===== src/rtl/core/atsw_pkg.sv =====
`timescale 1ns / 1ps
// shared types and constants for the affine texture span writer
// no dependencies

package atsw_pkg;

  localparam int SCREEN_PIXELS = 128;
  localparam int TEXTURE_SIDE  = 32;
  localparam int SCREEN_LINES  = 256;

  localparam int TEX_BITS    = $clog2(TEXTURE_SIDE);
  localparam int TEX_ADDR_W  = 2 * TEX_BITS;
  localparam int STORE_DEPTH = TEXTURE_SIDE * TEXTURE_SIDE;
  localparam int FRAC_BITS   = 8;
  localparam int ACC_W       = FRAC_BITS + TEX_BITS;
  localparam int WORD_W      = $clog2(SCREEN_PIXELS / 2);

  localparam int INDEX_W    = 10;
  localparam int TEXEL_W    = 8;
  localparam int COL_W      = 7;
  localparam int LINE_W     = 8;
  localparam int FIX_W      = 16;
  localparam int FB_ADDR_W  = 14;
  localparam int FB_DATA_W  = 16;
  localparam int BE_W       = 2;
  localparam int IN_DATA_W  = 104;
  localparam int OUT_DATA_W = 32;

  localparam int QUEUE_DEPTH = 2;

  typedef enum logic {
    CMD_LOAD = 1'b0,
    CMD_SPAN = 1'b1
  } cmd_kind_t;

  typedef enum logic {
    BK_IDLE,
    BK_SPAN
  } back_state_t;

  typedef struct packed {
    cmd_kind_t               kind;
    logic [TEX_ADDR_W-1:0]   tex_index;
    logic [TEXEL_W-1:0]      tex_value;
    logic [WORD_W-1:0]       word_first;
    logic [WORD_W-1:0]       word_last;
    logic                    start_odd;
    logic                    end_even;
    logic [LINE_W-1:0]       line;
    logic [ACC_W-1:0]        u_init;
    logic [ACC_W-1:0]        v_init;
    logic [ACC_W-1:0]        u_step;
    logic [ACC_W-1:0]        v_step;
  } cmd_t;

  typedef struct packed {
    logic full;
    logic valid;
  } queue_stat_t;

endpackage


===== src/rtl/core/atsw_front.sv =====
`timescale 1ns / 1ps
// front end: unpacks input transfers, drops empty spans, builds queue commands
// depends on atsw_pkg

module atsw_front
  import atsw_pkg::*;
(
  input  logic                 s_tvalid,
  output logic                 s_tready,
  input  logic [IN_DATA_W-1:0] s_tdata,
  input  logic                 s_tuser,
  input  queue_stat_t          q_stat,
  output logic                 q_push,
  output cmd_t                 q_cmd
);

  localparam int COL_CMP_W  = COL_W + 1;
  localparam int LINE_CMP_W = LINE_W + 1;
  localparam int IDX_CMP_W  = INDEX_W + 1;

  logic [INDEX_W-1:0] texel_index;
  logic [TEXEL_W-1:0] texel_value;
  logic [COL_W-1:0]   span_start;
  logic [COL_W-1:0]   span_end;
  logic [LINE_W-1:0]  line;
  logic [FIX_W-1:0]   u_start;
  logic [FIX_W-1:0]   v_start;
  logic [FIX_W-1:0]   u_step;
  logic [FIX_W-1:0]   v_step;
  logic [COL_W-1:0]   end_clip;
  logic               span_ok;
  logic               load_ok;
  logic               keep;
  cmd_kind_t          kind;

  assign texel_index = s_tdata[9:0];
  assign texel_value = s_tdata[17:10];
  assign span_start  = s_tdata[24:18];
  assign span_end    = s_tdata[31:25];
  assign line        = s_tdata[39:32];
  assign u_start     = s_tdata[55:40];
  assign v_start     = s_tdata[71:56];
  assign u_step      = s_tdata[87:72];
  assign v_step      = s_tdata[103:88];

  always_comb begin
    kind     = cmd_kind_t'(s_tuser);
    end_clip = ({1'b0, span_end} > COL_CMP_W'(SCREEN_PIXELS - 1)) ?
               COL_W'(SCREEN_PIXELS - 1) : span_end;
    span_ok  = ({1'b0, line} < LINE_CMP_W'(SCREEN_LINES)) &&
               ({1'b0, span_start} < COL_CMP_W'(SCREEN_PIXELS)) &&
               (end_clip >= span_start);
    load_ok  = {1'b0, texel_index} < IDX_CMP_W'(STORE_DEPTH);
    keep     = (kind == CMD_SPAN) ? span_ok : load_ok;
    s_tready = !q_stat.full;
    q_push   = s_tvalid && s_tready && keep;

    q_cmd.kind       = kind;
    q_cmd.tex_index  = TEX_ADDR_W'(texel_index);
    q_cmd.tex_value  = texel_value;
    q_cmd.word_first = span_start[WORD_W:1];
    q_cmd.word_last  = end_clip[WORD_W:1];
    q_cmd.start_odd  = span_start[0];
    q_cmd.end_even   = !end_clip[0];
    q_cmd.line       = line;
    // first word samples its even pixel one step before the start when the start is odd
    q_cmd.u_init     = ACC_W'(u_start) - (span_start[0] ? ACC_W'(u_step) : ACC_W'(0));
    q_cmd.v_init     = ACC_W'(v_start) - (span_start[0] ? ACC_W'(v_step) : ACC_W'(0));
    q_cmd.u_step     = ACC_W'(u_step);
    q_cmd.v_step     = ACC_W'(v_step);
  end

endmodule


===== config.mk =====
export PLATFORM = sky130hd
export DESIGN_NAME = atsw_front
export DESIGN_NICKNAME = d
export VERILOG_FILES = /design/src/rtl/core/atsw_pkg.sv /design/src/rtl/core/atsw_front.sv
export SDC_FILE = /design/constraint.sdc
export NUM_CORES = 1
export LEC_CHECK = 0
export BUFFER_PORTS_ARGS = -buffer_cell sky130_fd_sc_hd__clkbuf_2
export CAP_MARGIN = 40
export CORE_AREA = 2 2 78 80
export DETAILED_ROUTE_END_ITERATION = 7
export DIE_AREA = 0 0 80 82
export PLACE_DENSITY = 0.88
export SLEW_MARGIN = 0
export SYNTH_ARGS = -nofsm -noshare
export SYNTH_HDL_FRONTEND = slang
export SYNTH_SLANG_ARGS = --single-unit

===== constraint.sdc =====
create_clock -name vclk -period 2.6
set_clock_uncertainty 0.1 [all_clocks]
set_input_delay 0.26 -clock vclk [all_inputs]
set_output_delay 0.26 -clock vclk [all_outputs]
set_load 0.05 [all_outputs]

==> run_results.csv <==
group,metric,value,unit
layout,nets,545,
synth,syn_nets,418,
power,seqPwrFrac,0,%
routing,detailedRoute.firstPassIterationCount,4,
synth,synth_warnings,0,
timing,slew_violations,0,
routing,via_per_inst,4.93,
floorplan,coreArea,5750,µm²
timing,max_freq,390,MHz
status,status,"complete, no violations",
layout,layout_commonest_cell,"clkbuf_2",
synth,synth.distinct_cells,42,
synth,synth.largest_area_cell,"buf_4",
power,p_clk_share,0,%
worst_setup_path,cp.required,2.24,ns
routing,top_layer_used,"met4",
grt,overflow,0,
place,dp_slack,-0.179,ns
routing,routed-wl-met2,3580,µm
floorplan,die_y,82,µm
synth,synthCells,277,
timing,period_minus_slack,2.56,ns
power,pwr-share-comb,100.0,%
floorplan,die_area,6560,µm²
layout,final_area,3080,µm²
layout,seq_area,0,µm²
timing,max-slew-margin-rel,65.9,%
min_path,hp-start,"s_tdata[35]",
floorplan,io_pins,203,
routing,drt-total-wl,6380,µm
timing,tns,0,ns
floorplan,rows,28,
power,leakage,1.72,nW
min_path,hold_end,"q_cmd[55]",
synth,synth_top_cells_by_area,"buf_4 (26%), ha_1 (20%), xnor2_1 (7.6%)",
layout,clockBufferCount,0,
min_path,hold_path_class,"in -> out",
layout,area_delta_synth_final,57.4,%
power,internal_power,0.000513,W
routing,routedLengthMet1,2270,µm
timing,finalSetupViolations,0,
grt,grtUsageTotal,16.9,%
worst_setup_path,start_kind,"input port",
worst_setup_path,end_kind,"output port",
routing,ant_nets,0,
routing,wl_per_cell,13.4,µm
synth,synth_top_area_share,25.7,%
grt,antenna_found_initial,0,
min_path,hold_depth,0,
layout,seq_cell_count,0,
floorplan,fp.dieW,80,µm
place,place_hpwl,5200,µm
place,portBuffers,138,
layout,final_cell_mix,"clkbuf_2 (124), buf_4 (53), ha_1 (28)",
routing,drt_iter0_drc,80,
timing,min_period_over_period,98.6,%
power,p_switching,0.000774,W
timing,timing.final.ws_setup,0.0372,ns
routing,routed-wl-met3,460,µm
worst_setup_path,arrival,2.20,ns
routing,route.vias.total,2353,
layout,drive_gt1_share,57.5,%
layout,fillers,539,
floorplan,initial_core_util,34.1,%
place,placed_area,2750,µm²
routing,drc,0,
synth,netlist_area,1960,µm²
worst_setup_path,worstSetupPathType,"in -> out",
timing,grt_setup_unrepaired,"yes",
grt,grt_pass1_wl,9160,µm
power,power_density,418,nW/µm²
place,gp_congestion,0.760,
layout,antenna_cells,0,
flow_run,drv_cap,0,
timing,worst_slew_pin_slew,0.499,ns
synth,yosysSeqAreaShare,0,%
clocking,hold_buffers,0,
power,ir_drop,0.270,mV
grt,grt_max_degree,15,
grt,first_global_vias,2193,
power,p_sw_share,60.2,%
timing,hold_violations,0,
synth,avgSynthCellArea,7.06,µm²
worst_setup_path,cp_max_fo,6,
==> how the worst max path moves through the flow <==
stage                 from         to  slack [ns]
3_3_place_gp   s_tdata[18]  q_cmd[47]       -0.14
6_report       s_tdata[18]  q_cmd[51]        0.04
2_1_floorplan  s_tdata[18]  q_cmd[33]       -0.25
5_1_grt        s_tdata[18]  q_cmd[51]       -0.06
4_1_cts        s_tdata[18]  q_cmd[51]       -0.02
3_5_place_dp   s_tdata[18]  q_cmd[38]       -0.18
==> worst max-delay path, cell delays in order <==
cell	delay, ns
buf_12	0.12
and2_4	0.14
ha_4	0.16
fa_2	0.39
nor2b_4	0.13
o211ai_1	0.12
a31oi_1	0.27
buf_4	0.17
o41ai_4	0.07
xnor2_2	0.21
buf_12	0.17
==> power by group through the flow <==
stage | Sequential (W) | Clock [W] | Combinational (W)
final | 0 | 0 | 0.00129
after global routing | 0 | 0 | 0.00136
after CTS | 0 | 0 | 0.00124
after detailed placement | 0 | 0 | 0.00115
after global placement | 0 | 0 | 0.00112
after floorplan | 0 | 0 | 0.000943
==> kinds of logic after synthesis <==
kind of cell / share of synthesized area [%]
AO/OA/AOI/OAI: 19.9
XOR/XNOR: 8.06
buffers and inverters: 30.7
AND/OR/NAND/NOR: 19.4
adder cells (fa/ha/maj): 21.9
==> per-layer routing <==
| metal | track usage [%] | vias to the layer above |
|---|---|---|
| met5 | 0 | - |
| met4 | 3.22 | 0 |
| met3 | 2.64 | 10 |
| met2 | 36.5 | 118 |
| met1 | 16.6 | 1076 |
| li1 | - | 1149 |
==> cell type report <==
cell class	instances	area, µm²	share of cell area [%]
Inverter	24	90.1	2.93
Tap cell	75	93.8	3.05
Multi-Input combinational cell	184	1610	52.1
Timing Repair Buffer	194	1290	41.9
==> stage by stage <==
stage	total power, W	hold WS, ns	utilization (%)	cells
detailed placement	0.00115	0.420	47.8	465
floorplan	0.000943	0.587	-	277
CTS	0.00124	0.420	51.0	472
finish	0.00129	0.420	53.6	477
global placement	0.00112	0.420	47.8	465
global route	0.00136	0.420	53.6	477
==> cell usage after synthesis (2+ instances only) <==
library cell  count
a2111oi_0         2
a211oi_1          2
a21o_1            8
a21oi_1           8
a21oi_2           2
a31oi_1           2
and2_1            3
and3_1            5
buf_4            67
clkbuf_1          2
fa_1              2
ha_1             31
inv_1            24
nand2_1          27
nand2b_1          2
nand3_1           3
nand4_1           4
nor2_1           15
nor2b_1           5
nor3_1            7
nor4_1            2
o211ai_1          2
o21a_1            6
o21ai_0           7
o311ai_1          2
o31a_1            2
o41ai_1           2
or2_2             3
xnor2_1          17
==> timing repair <==
| action | in CTS | in global routing |
|---|---|---|
| setup buffers | 7 | 4 |
| cloned | 0 | 1 |
| hold endpoints to repair | 0 | 0 |
| endpoints found under the setup margin | 13 | 15 |
| gates resized for setup | 30 | 26 |
| pin swaps | 10 | 12 |
(Power assumes the default switching activity.)
