**src/rtl/core/atsw_pkg.sv**
```systemverilog
`timescale 1ns / 1ps
// shared types and constants for the affine texture span writer
// no dependencies

package atsw_pkg;

  localparam int SCREEN_PIXELS = 128;
  localparam int TEXTURE_SIDE  = 32;
  localparam int SCREEN_LINES  = 256;

  localparam int TEX_BITS    = $clog2(TEXTURE_SIDE);
  localparam int TEX_ADDR_W  = 2 * TEX_BITS;
  localparam int STORE_DEPTH = TEXTURE_SIDE * TEXTURE_SIDE;
  localparam int FRAC_BITS   = 8;
  localparam int ACC_W       = FRAC_BITS + TEX_BITS;
  localparam int WORD_W      = $clog2(SCREEN_PIXELS / 2);

  localparam int INDEX_W    = 10;
  localparam int TEXEL_W    = 8;
  localparam int COL_W      = 7;
  localparam int LINE_W     = 8;
  localparam int FIX_W      = 16;
  localparam int FB_ADDR_W  = 14;
  localparam int FB_DATA_W  = 16;
  localparam int BE_W       = 2;
  localparam int IN_DATA_W  = 104;
  localparam int OUT_DATA_W = 32;

  localparam int QUEUE_DEPTH = 2;

  typedef enum logic {
    CMD_LOAD = 1'b0,
    CMD_SPAN = 1'b1
  } cmd_kind_t;

  typedef enum logic {
    BK_IDLE,
    BK_SPAN
  } back_state_t;

  typedef struct packed {
    cmd_kind_t               kind;
    logic [TEX_ADDR_W-1:0]   tex_index;
    logic [TEXEL_W-1:0]      tex_value;
    logic [WORD_W-1:0]       word_first;
    logic [WORD_W-1:0]       word_last;
    logic                    start_odd;
    logic                    end_even;
    logic [LINE_W-1:0]       line;
    logic [ACC_W-1:0]        u_init;
    logic [ACC_W-1:0]        v_init;
    logic [ACC_W-1:0]        u_step;
    logic [ACC_W-1:0]        v_step;
  } cmd_t;

  typedef struct packed {
    logic full;
    logic valid;
  } queue_stat_t;

endpackage

```
**src/rtl/core/atsw_cmd_queue.sv**
```systemverilog
`timescale 1ns / 1ps
// short command queue between front end and back end
// depends on atsw_pkg

module atsw_cmd_queue
  import atsw_pkg::*;
(
  input  logic        clk,
  input  logic        rst,
  input  logic        push,
  input  cmd_t        push_cmd,
  input  logic        pop,
  output queue_stat_t q_stat,
  output cmd_t        pop_cmd
);

  localparam int PTR_W = $clog2(QUEUE_DEPTH);
  localparam int CNT_W = $clog2(QUEUE_DEPTH + 1);

  cmd_t             slots [QUEUE_DEPTH];
  logic [PTR_W-1:0] wr_ptr;
  logic [PTR_W-1:0] rd_ptr;
  logic [CNT_W-1:0] count;
  logic [CNT_W-1:0] count_next;

  always_comb begin
    count_next = count;
    if (push && !pop) begin
      count_next = count + CNT_W'(1);
    end else if (pop && !push) begin
      count_next = count - CNT_W'(1);
    end
  end

  always_ff @(posedge clk) begin
    if (rst) begin
      wr_ptr <= '0;
      rd_ptr <= '0;
      count  <= '0;
    end else begin
      count <= count_next;
      if (push) begin
        wr_ptr <= (wr_ptr == PTR_W'(QUEUE_DEPTH - 1)) ? '0 : wr_ptr + PTR_W'(1);
      end
      if (pop) begin
        rd_ptr <= (rd_ptr == PTR_W'(QUEUE_DEPTH - 1)) ? '0 : rd_ptr + PTR_W'(1);
      end
    end
  end

  always_ff @(posedge clk) begin
    if (push) begin
      slots[wr_ptr] <= push_cmd;
    end
  end

  assign pop_cmd      = slots[rd_ptr];
  assign q_stat.full  = (count == CNT_W'(QUEUE_DEPTH));
  assign q_stat.valid = (count != '0);

endmodule

```
**config.mk**
```make
export PLATFORM = sky130hd
export DESIGN_NAME = atsw_cmd_queue
export DESIGN_NICKNAME = d
export VERILOG_FILES = /design/src/rtl/core/atsw_pkg.sv /design/src/rtl/core/atsw_cmd_queue.sv
export SDC_FILE = /design/constraint.sdc
export NUM_CORES = 1
export LEC_CHECK = 0
export ABC_AREA = 1
export ABC_CLOCK_PERIOD_IN_PS = 5500
export BUFFER_PORTS_ARGS = -buffer_cell sky130_fd_sc_hd__buf_2
export CORE_ASPECT_RATIO = 1.25
export CORE_MARGIN = 1
export CORE_UTILIZATION = 44
export CTS_BUF_LIST = sky130_fd_sc_hd__clkbuf_4 sky130_fd_sc_hd__clkbuf_8
export CTS_CLUSTER_DIAMETER = 100
export DETAILED_ROUTE_END_ITERATION = 10
export GPL_ROUTABILITY_DRIVEN = 0
export GPL_TIMING_DRIVEN = 0
export MAX_ROUTING_LAYER = met4
export PLACE_DENSITY = 0.73
export SYNTH_ARGS = -nofsm -noshare
export SYNTH_HDL_FRONTEND = slang
export SYNTH_SLANG_ARGS = --single-unit
```
**constraint.sdc**
```tcl
create_clock -name clk -period 5.5 [get_ports clk]
set_input_delay 0.275 -clock clk [delete_from_list [all_inputs] [get_ports clk]]
set_output_delay 0.275 -clock clk [all_outputs]
set_load 0.01 [all_outputs]
```
==> impl_metrics.py, run 1 <==
metrics = {
    "setup_path": {
        "start_kind": "register",
        "worstPathRequired_ps": 5220,
        "endpoint_kind": "output pin",
        "path_class": "reg2out",
        "cp_data_arrival_time_ps": 1730,
        "cp_max_fo": 10,
        "timing.rr.start": "wr_ptr$_SDFFE_PP0P_",
    },
    "route": {
        "vias_per_cell": 4.61,
        "wl_met2_um": 7670,
        "top_layer": "met4",
        "route.met3.wl_um": 687,
        "antenna_left": 0,
        "drc": 0,
        "routedLengthMet1_um": 5210,
        "route.vias.total": 3958,
        "first_iter_violations": 206,
        "wire_per_inst_um": 16.2,
        "dr.pass1.iters": 4,
        "wl_um": 13900,
    },
    "placement": {
        "placed_cell_area_sq_um": 8550,
        "dpl.hpwl_um": 8560,
        "dp_slack_ps": 3710,
        "io_buffers": 191,
    },
    "cts": {
        "clockRootBuffer": "clkbuf_8",
        "cts_sinks": 191,
        "cts_max_path_buffers": 2,
        "clk_pin_slew_ps": 80,
        "cts_setup_buffers": 0,
        "clk_latency_ps": 450,
        "cts_tree": "yes",
        "htreeDepth": 4,
        "cts_resized": 0,
        "cts_inserted_buffers": 17,
    },
    "floorplan": {
        "rows": 52,
        "initial_core_util": 0.447,
        "fp.dieH_um": 145,
        "die_area_sq_um": 16900,
        "dieWidth_um": 117,
        "num_io_pins": 192,
        "core-area_sq_um": 16100,
    },
    "yosys": {
        "synth_fp_nets": 420,
        "synth_adder_area_share": 0.00173,
        "synth_top_family_by_area": "multiplexers",
        "ys_ff_latch": 191,
        "ys_warn_count": 0,
        "synth_mux_area_frac": 0.181,
        "synthCells": 322,
        "synthDistinctLibCells": 17,
        "synth_compound_area_frac": 0.00139,
        "yosys.area_share.simple": 0.00849,
        "avgSynthCellArea_sq_um": 22.4,
        "seq_area_frac_synth": 0.788,
        "synth-xor-area-share": 0.00121,
        "netlist_area_sq_um": 7220,
    },
    "sta": {
        "setup_viol": 0,
        "slew_violations": 0,
        "tns_ps": 0,
        "tightest_slew_ps": 776,
        "hold_viol_final": 0,
        "rsz0062_at_grt": "false",
        "whs_ps": 62.9,
        "final.min_clock_period_ps": 2000,
        "relSlewSlack": 0.483,
        "fin_skew_ps": 8.58,
        "min_period_over_period": 0.364,
        "max_freq_mhz": 499,
        "worst_slack_ps": 3500,
    },
    "final_layout": {
        "layout_commonest_cell": "buf_2",
        "layout.nets": 727,
        "synthToLayoutAreaGrowth_pct": 36.7,
        "final_cell_mix": "buf_2 (193), edfxtp_1 (186), dlygate4sd3_1 (93), mux2_4 (70), mux2_2 (23)",
        "filler_cell_count": 1224,
        "stdcell_area_sq_um": 9870,
        "diodes": 0,
        "drive_gt1_frac": 0.512,
    },
    "global_routing": {
        "antenna_found_initial": 0,
        "grt.overflow.total": 0,
        "grt_max_degree": 59,
        "grt_pass1_vias": 4441,
        "grt_usage": 0.176,
        "grt_pass1_wl_um": 21400,
    },
    "job": {
        "cap_violations": 0,
    },
    "power_and_ir_drop": {
        "ir_drop_mv": 0.183,
        "p_leak_nw": 3.92,
        "total_power_w": 0.00303,
        "power_density_nw_per_um2": 307,
    },
    "min_path": {
        "hold_start": "rst",
        "hp-class": "in2reg",
    },
    "outcome": {
        "status": "complete, no violations",
    },
}
[cells in the mapped netlist, drive strengths merged]
library cell  instances  area (sq um)
o21ai                 1          5.00
nor2                  6          22.5
dfxtp                 5           100
inv                   9          33.8
buf                  10          96.4
nand2                 6          22.5
ha                    1          12.5
nand3                 1          5.00
edfxtp              186          5590
nor3                  1          5.00
a21oi                 1          5.00
nand4                 1          6.26
xnor2                 1          8.76
mux2                 93          1310
[state kept, by name, summed over array words and instances (netlist names), named ones only]
signal,count
slots,186
wr_ptr,1
count,2
rd_ptr,1
[per-layer routing]
| layer | track usage | vias up |
|---|---|---|
| met4 | 0.0722 | 0 |
| met5 | - | - |
| met1 | 0.173 | 1913 |
| met3 | 0.0464 | 26 |
| met2 | 0.319 | 146 |
| li1 | - | 1873 |
[worst max-delay path: stages, from the launching register on]
cell,delay (ps)
dfxtp_1,350
buf_4,250
buf_6,220
mux2_4,310
buf_2,150
[metrics by stage]
step | util | std cells
after floorplan | - | 322
after global placement | 0.523 | 729
after detailed placement | 0.530 | 733
after CTS | 0.611 | 858
after global routing | 0.611 | 858
final | 0.611 | 858
[cells by family after synthesis]
logic type | count (synthesis)
AO/OA/AOI/OAI | 2
buffers and inverters | 19
AND/OR/NAND/NOR | 15
adder cells (fa/ha/maj) | 1
multiplexers | 93
XOR/XNOR | 1
flip-flops | 191
[layout make-up]
class	instances	area, sq um	area share
plain buffers	10	96.3	0.00977
repair buffers	288	1980	0.201
well taps	216	270	0.0274
inverters	9	36.3	0.00368
flip-flops and latches	191	5690	0.576
clock inverters	13	136	0.0138
clock buffers	19	249	0.0252
multi-input cells	112	1410	0.143
[power by group]
group / internal [W] / switching, W / total [W]
logic: 0.000242 / 0.000198 / 0.000440
registers: 0.00168 / 0.0000202 / 0.00170
clock network: 0.000415 / 0.000469 / 0.000884
[worst paths after layout]
kind	end	slack [ps]	cells after the start
max reg2reg	slots[1][26]$_DFFE_PP_	3770	3
min	rd_ptr$_SDFFE_PP0P_	60	2
min reg2reg	count[1]$_SDFFE_PP0P_	550	3
max	pop_cmd[65]	3500	4
[repair_timing]
action	4_1_cts	5_1_grt
hold buffers	93	0
endpoints found under the setup margin	0	0
hold endpoints to repair	186	0
Power figures use the tool's default switching activity.
==> run 2: changes to the inputs <==
Settings changed: ABC_AREA 1 to 0, ABC_CLOCK_PERIOD_IN_PS 5500 to 1900.
Clock period 5.5 ns to 1.9 ns, I/O delays scaled along.
==> run 2 against run 1 <==
  * Setup slack worse by 3400 ps
  * Clock power increased to 3.0 times the previous value
  * Register-to-register slack got worse by 3500 ps
  * Power increased to 3.0 times the previous value
  * Cell count fell by 1.4%
  * Die area down 0.24%
  * Sequential cell count is the same
  * Sequential power grew to 2.9 times the previous value
  * Clock skew shrank 1.3 ps
==> impl_metrics.py, run 2 <==
metrics = {
    "sta": {
        "hold_viol_final": 0,
        "rsz0062_at_grt": "false",
        "worst_slack_ps": 118,
        "relSlewSlack": 0.544,
        "tns_ps": 0,
        "fin_skew_ps": 7.27,
        "min_period_over_period": 0.938,
        "setup_viol": 0,
        "tightest_slew_ps": 684,
        "final.min_clock_period_ps": 1780,
        "max_freq_mhz": 561,
        "slew_violations": 0,
    },
    "cts": {
        "cts_tree": "yes",
        "clk_pin_slew_ps": 90,
        "clk_latency_ps": 450,
        "clockRootBuffer": "clkbuf_8",
        "cts_inserted_buffers": 17,
        "cts_setup_buffers": 0,
        "htreeDepth": 4,
        "cts_sinks": 191,
        "cts_max_path_buffers": 2,
    },
    "yosys": {
        "synth_edf_count": 186,
        "avgSynthCellArea_sq_um": 23.2,
        "synth_flop_cell": "edfxtp_1",
        "synth_area_leaders": "edfxtp_1 (78%), mux2_4 (15%), mux2_2 (3.6%)",
        "async_reset_ff_frac": 0,
        "synth-xor-area-share": 0.00487,
        "ys_ff_latch": 191,
        "synth_top_cell_by_area": "edfxtp_1",
        "ys_warn_count": 0,
        "synthDistinctLibCells": 19,
        "yosysTopAreaCellShare": 0.776,
        "seq_area_frac_synth": 0.790,
        "yosysMostFrequentCell": "edfxtp_1",
        "synth_mux_area_frac": 0.182,
        "synth_adder_area_share": 0.00174,
        "yosys.area_share.simple": 0.00660,
        "synth_top_family_by_area": "multiplexers",
        "synth_fp_nets": 409,
        "netlist_area_sq_um": 7200,
        "synthCells": 311,
        "synth_commonest_cells": "edfxtp_1 (186), mux2_4 (70), mux2_2 (23)",
        "synth_compound_area_frac": 0.00139,
    },
    "route": {
        "route.vias.total": 3931,
        "antenna_left": 0,
        "dr.pass1.iters": 4,
        "vias_per_cell": 4.65,
        "drc": 0,
        "wl_um": 13300,
        "first_iter_violations": 178,
        "wire_per_inst_um": 15.7,
    },
    "setup_path": {
        "cpPeakStageDelay_ps": 370,
        "start_kind": "register",
        "ff2ff_setup_slack_ps": 240,
        "path_class": "reg2out",
        "cp_data_arrival_time_ps": 1690,
        "worstPathRequired_ps": 1800,
        "endpoint_kind": "output pin",
        "crit_chain": "buf_6 -> buf_6 -> mux2_4 -> buf_2",
        "cp_max_fo": 10,
        "path_common_cell": "buf_6",
        "slowest_stage": "dfxtp_1",
    },
    "power_and_ir_drop": {
        "total_power_w": 0.00901,
        "power_density_nw_per_um2": 910,
        "ir_drop_mv": 0.611,
        "p_leak_nw": 3.92,
    },
    "global_routing": {
        "grt.overflow.total": 0,
        "grt_max_degree": 49,
        "grt_pass1_wl_um": 20600,
        "grt_usage": 0.169,
        "antenna_found_initial": 0,
        "grt_pass1_vias": 4262,
    },
    "final_layout": {
        "largest_reg_flops": 186,
        "regMostFlops": "slots",
        "synthToLayoutAreaGrowth_pct": 37.5,
        "final_cell_mix": "buf_2 (193), edfxtp_1 (186), dlygate4sd3_1 (96), mux2_4 (70), mux2_2 (23)",
        "layout.nets": 719,
        "drive_gt1_frac": 0.522,
        "diodes": 0,
        "final_util": 0.628,
        "top_regs": "slots: 186 flops, count: 2 flops",
        "stdcell_count": 846,
        "layout_commonest_cell": "buf_2",
    },
    "outcome": {
        "status": "complete, no violations",
    },
    "floorplan": {
        "dieWidth_um": 116,
        "die_area_sq_um": 16900,
        "initial_core_util": 0.457,
        "fp.dieH_um": 145,
        "num_io_pins": 192,
        "rows": 51,
        "core-area_sq_um": 15800,
    },
    "job": {
        "cap_violations": 0,
    },
    "placement": {
        "dp_cells": 718,
        "dp_slack_ps": 209,
        "dpl.hpwl_um": 8660,
        "io_buffers": 191,
    },
    "min_path": {
        "hp-class": "in2reg",
    },
}
run 2: kinds of logic (layout without fill, tap and decap cells):
| group | Yosys count | count (layout) |
|---|---|---|
| xor+xnor | 4 | 4 |
| mux | 93 | 93 |
| flops | 191 | 191 |
| compound gates | 2 | 2 |
| simple gates | 9 | 9 |
| buf+inv | 11 | 334 |
| fa+ha+maj | 1 | 1 |
run 2: worst max-delay path: cells and delay by family, from the launching register on:
family	cells	cell delay, ps
multiplexers	1	320
buffers and inverters	3	550
flip-flops	1	370
run 2: layout make-up:
class	count	area, sq um
Fill cell	1130	5860
Tap cell	212	265
Inverter	1	3.75
Sequential cell	191	5690
Clock buffer	18	241
Clock inverter	14	165
Buffer	10	100
Multi-Input combinational cell	109	1430
Timing Repair Buffer	291	2010
run 2: path summary, 6_finish.rpt:
check                         from                endpoint  depth (start not counted)
max                       register             pop_cmd[25]                          4
min reg2reg  count[1]$_SDFFE_PP0P_   count[1]$_SDFFE_PP0P_                          2
max reg2reg    wr_ptr$_SDFFE_PP0P_  slots[1][74]$_DFFE_PP_                          2
min                           push  slots[0][76]$_DFFE_PP_                          2
run 2: per-layer routing:
| layer | global-route usage | vias to the layer above | part of all wire |
|---|---|---|---|
| li1 | - | 1843 | - |
| met1 | 0.172 | 1932 | 0.38 |
| met2 | 0.295 | 129 | 0.55 |
| met3 | 0.0422 | 27 | 0.046 |
| met4 | 0.0801 | 0 | 0.024 |
| met5 | - | - | 0 |
run 2: repair_timing:
action | in CTS | in global routing
setup endpoints to repair | 0 | 51
gates resized for setup | 0 | 1
hold buffers | 96 | 0
hold endpoints to repair | 191 | 0
run 2: power breakdown:
group	switching, W	internal (W)
registers	0.0000693	0.00491
logic	0.000599	0.000745
clock network	0.00137	0.00131
total	0.00204	0.00697
run 2: stage by stage:
stage | hold WS [ps] | instance area (sq um)
finish | 167 | 9900
CTS | 109 | 9900
floorplan | 160 | 7210
detailed placement | 286 | 8530
global route | 154 | 9900
global placement | 283 | 8430
